[config.mk]
export PLATFORM = sky130hd
export DESIGN_NAME = hmca_job_queue
export DESIGN_NICKNAME = d
export VERILOG_FILES = /design/src/design/hmca_pkg.sv /design/src/design/hmca_job_queue.sv
export SDC_FILE = /design/constraint.sdc
export NUM_CORES = 1
export LEC_CHECK = 0
export BUFFER_PORTS_ARGS = -buffer_cell sky130_fd_sc_hd__buf_2
export CAP_MARGIN = 20
export CORE_MARGIN = 4
export CORE_UTILIZATION = 39
export CTS_CLUSTER_DIAMETER = 100
export DETAILED_ROUTE_END_ITERATION = 7
export SLEW_MARGIN = 40
export SYNTH_ARGS = -nofsm -noshare
export SYNTH_HDL_FRONTEND = slang
export SYNTH_SLANG_ARGS = --single-unit
[constraint.sdc]
create_clock -name clk -period 3.6 [get_ports clk]
set_input_delay 0.72 -clock clk [delete_from_list [all_inputs] [get_ports clk]]
set_output_delay 0.72 -clock clk [all_outputs]
set_load 0.01 [all_outputs]
[src/design/hmca_pkg.sv]
// Shared types and constants of the minimum-cost assignment block.
package hmca_pkg;

    localparam int COST_FIELD_WIDTH = 32;
    localparam int CFG_WIDTH        = 5;
    localparam int OUT_INDEX_WIDTH  = 4;
    localparam int STATUS_WIDTH     = 2;

    localparam logic [STATUS_WIDTH-1:0] STATUS_OK       = 2'd0;
    localparam logic [STATUS_WIDTH-1:0] STATUS_OVERFLOW = 2'd1;
    localparam logic [STATUS_WIDTH-1:0] STATUS_SHAPE    = 2'd2;

    localparam logic CFG_ROWS    = 1'b0;
    localparam logic CFG_COLUMNS = 1'b1;

    typedef struct packed {
        logic                 bad;
        logic [CFG_WIDTH-1:0] rows;
        logic [CFG_WIDTH-1:0] columns;
    } job_t;

endpackage

[src/design/hmca_job_queue.sv]
// Two-entry queue of classified matrices between loader and solver.
module hmca_job_queue import hmca_pkg::*; (
    input  logic clk,
    input  logic rst_n,
    input  logic push_valid,
    output logic push_ready,
    input  job_t push_job,
    output logic pop_valid,
    input  logic pop_ready,
    output job_t pop_job
);

    job_t       entry_reg [2];
    logic       wr_ptr_reg;
    logic       wr_ptr_next;
    logic       rd_ptr_reg;
    logic       rd_ptr_next;
    logic [1:0] fill_reg;
    logic [1:0] fill_next;
    logic       do_push;
    logic       do_pop;

    assign push_ready = (fill_reg != 2'd2);
    assign pop_valid  = (fill_reg != 2'd0);
    assign pop_job    = entry_reg[rd_ptr_reg];
    assign do_push    = push_valid && push_ready;
    assign do_pop     = pop_valid && pop_ready;

    always_comb
    begin
        wr_ptr_next = do_push ? !wr_ptr_reg : wr_ptr_reg;
        rd_ptr_next = do_pop ? !rd_ptr_reg : rd_ptr_reg;
        fill_next   = fill_reg + 2'(do_push) - 2'(do_pop);
    end

    always_ff @(posedge clk or negedge rst_n)
    begin
        if (!rst_n)
        begin
            wr_ptr_reg <= 1'b0;
            rd_ptr_reg <= 1'b0;
            fill_reg   <= 2'd0;
        end
        else
        begin
            wr_ptr_reg <= wr_ptr_next;
            rd_ptr_reg <= rd_ptr_next;
            fill_reg   <= fill_next;
        end
    end

    always_ff @(posedge clk)
    begin
        if (do_push)
        begin
            entry_reg[wr_ptr_reg] <= push_job;
        end
    end

endmodule

==> results.yml <==
floorplanning:
  die_height_um: 59.2
  ios: 28
  start_util_pct: 40.9
  dieArea_um2: 3510
  die_w_um: 59.2
  core_area_um2: 2500
  fp-row-count: 18
cells_and_area:
  drive_above_1_share_pct: 52.3
  area_growth_pct: 20.2
  antennaDiodeCount: 0
  nNetsFinal: 103
  nFillCells: 217
  largest_reg_flops: 22
timing:
  fin_crit_ps: 2240
  hold_viol_final: 0
  drv_slew: 0
  period_share_pct: 62.2
  rsz0062_at_grt: "false"
  fmax_mhz: 446
  fin_tns_setup_ps: 0
  slew_headroom_pct: 63.5
  tightest_slew_ps: 547
  holdWs_ps: 195
  skew_ps: 2.32
  setup_viol: 0
worst_setup_path:
  r2r-end: "entry_reg[0][0]"
  path_cells: "mux2_2 > buf_2"
  critPathLaunchType: "register"
  r2r-start: "fill_reg[0]"
  crit_arrival_ps: 1520
  r2r_slack_ps: 2100
  cpPeakStageDelay_ps: 680
  critPathBufInv: 1
  path_delay_family: "flip-flops"
  worstPathMaxFanout: 12
  critical_path_class: "reg2out"
  cp.required_ps: 2880
  cp-end-kind: "primary output"
  critPathSlowestCell: "dfrtp_1"
  reg2reg_depth: 3
grt:
  grt_antenna_before_repair: 0
  grt_max_degree: 15
  first_global_vias: 586
  grt_pass1_wl_um: 2590
  grt_overflow: 0
  track_usage_pct: 10.1
power:
  swShare_pct: 30.2
  combPwrFrac_pct: 32.3
  p_seq_share_pct: 52.6
  internal_power_mw: 0.637
  p_per_area_nw_per_um2: 742
  leakagePower_nw: 0.477
  p_switching_mw: 0.276
  max-vdd-ir-drop_v: 0.000416
  pwr-share-clk_pct: 15.1
status:
  status: "complete, no violations"
clock_network:
  cts_inserted_buffers: 3
  clk_pin_slew_ps: 120
  cts.repair.resized: 0
  cts-htree-levels: 1
  cts_sinks: 26
  postCtsSetupBuffers: 0
  ctsHoldBuffers: 0
  cts_tree: "yes"
  worst_skew_pair.late_latency_ps: 300
  cts.path.max_buffers: 2
  root_buffer: "clkbuf_4"
placement:
  hpwl_um: 1100
  gp_congestion: 0.657
  port_buffers: 27
yosys:
  ys.flop_type: "edfxtp_1"
  netlist_instances: 56
  synth_fp_nets: 72
  synth_edf_count: 22
  synth.avg_cell_area_um2: 18.3
  ys_seq_area_share_pct: 74.3
  synth-seq-cells: 26
  synth-async-reset-ratio_pct: 15.4
  yosysWarnings: 0
  yosysUniqueCellTypes: 17
  netlist_area_um2: 1020
routing:
  num_vias: 548
  drcViolationCount: 0
  ant_nets: 0
  wl_per_cell_um: 13.6
  routed_wl_um: 1580
  viasPerCell: 4.72
  drt_first_pass_iters: 3
  drtIter0Drc: 14
job:
  maxCapViolCount: 0
hold_path:
  hold_path_class: "in2async"
-- power by group through the flow --
stage / registers, mW / clock network (mW) / logic [mW]
finish: 0.480 / 0.138 / 0.295
global route: 0.491 / 0.156 / 0.331
CTS: 0.481 / 0.145 / 0.303
detailed placement: 0.487 / 0 / 0.302
global placement: 0.483 / 0 / 0.297
floorplan: 0.454 / 0 / 0.224
-- kinds of logic (layout without fill, tap and decap cells) --
logic type                 after synthesis  count (layout)  share of synthesized area (%)
muxes                                   11              11                           12.1
and+or+nand+nor                         11              11                           6.36
DFF                                     26              26                           74.3
AOI/OAI and AO/OA                        3               3                           2.93
xor gates and xnor gates                 3               3                           2.57
buffers and inverters                    1              31                          0.489
adders and majority gates                1               1                           1.22
-- final cells by class --
cell class	instances	area (µm²)	share of cell area [%]
Multi-Input combinational cell	29	260	21.2
Timing Repair Buffer	27	135	11.0
Sequential cell	26	761	61.9
Clock buffer	4	36.3	2.95
Tap cell	30	37.5	3.05
-- cells in the mapped netlist (all sizes together), types with 2 or more instances --
cell type / count / area, µm²
mux2: 11 / 124
dfrtp: 4 / 100
xnor2: 3 / 26.3
nand2: 2 / 7.51
nor2: 3 / 11.3
edfxtp: 22 / 661
-- worst max path at each step --
stage | start | endpoint | depth (start not counted)
after floorplan | push_valid | entry_reg[0][0] | 2
after global placement | push_valid | entry_reg[0][8] | 3
after detailed placement | rd_ptr_reg | pop_job[3] | 2
after CTS | rd_ptr_reg | pop_job[3] | 2
after global routing | rd_ptr_reg | pop_job[4] | 2
final | rd_ptr_reg | pop_job[4] | 2
-- cell usage in the layout, fill, tap and decap left out --
master and instances:
a311oi_2 1, and3_1 1, buf_2 27, clkbuf_4 3, clkbuf_8 1, dfrtp_1 4
edfxtp_1 22, ha_1 1, mux2_2 11, nand2_1 2, nand2b_1 1, nand3_1 1
nor2_1 2, nor2_2 1, nor2b_1 1, nor4bb_2 1, o21ai_0 1, o21ba_1 1
or2_1 1, xnor2_1 3
-- metrics by stage --
stage | setup slack, ps | utilization [%] | std cells | total power, mW | cell area, µm²
floorplan | 1940 | - | 56 | 0.678 | 1020
global placement | 1550 | 47.6 | 112 | 0.780 | 1190
detailed placement | 1680 | 47.7 | 112 | 0.789 | 1190
CTS | 1320 | 49.2 | 116 | 0.929 | 1230
global route | 1260 | 49.2 | 116 | 0.979 | 1230
finish | 1360 | 49.2 | 116 | 0.912 | 1230
-- routing by layer --
layer	GRT usage (%)	vias up	part of all wire [%]
li1	-	272	-
met5	0	-	0
met3	2.18	2	5.3
met2	16.5	14	51
met4	3.88	0	0.63
met1	13.2	260	43
Power figures use the tool's default switching activity.
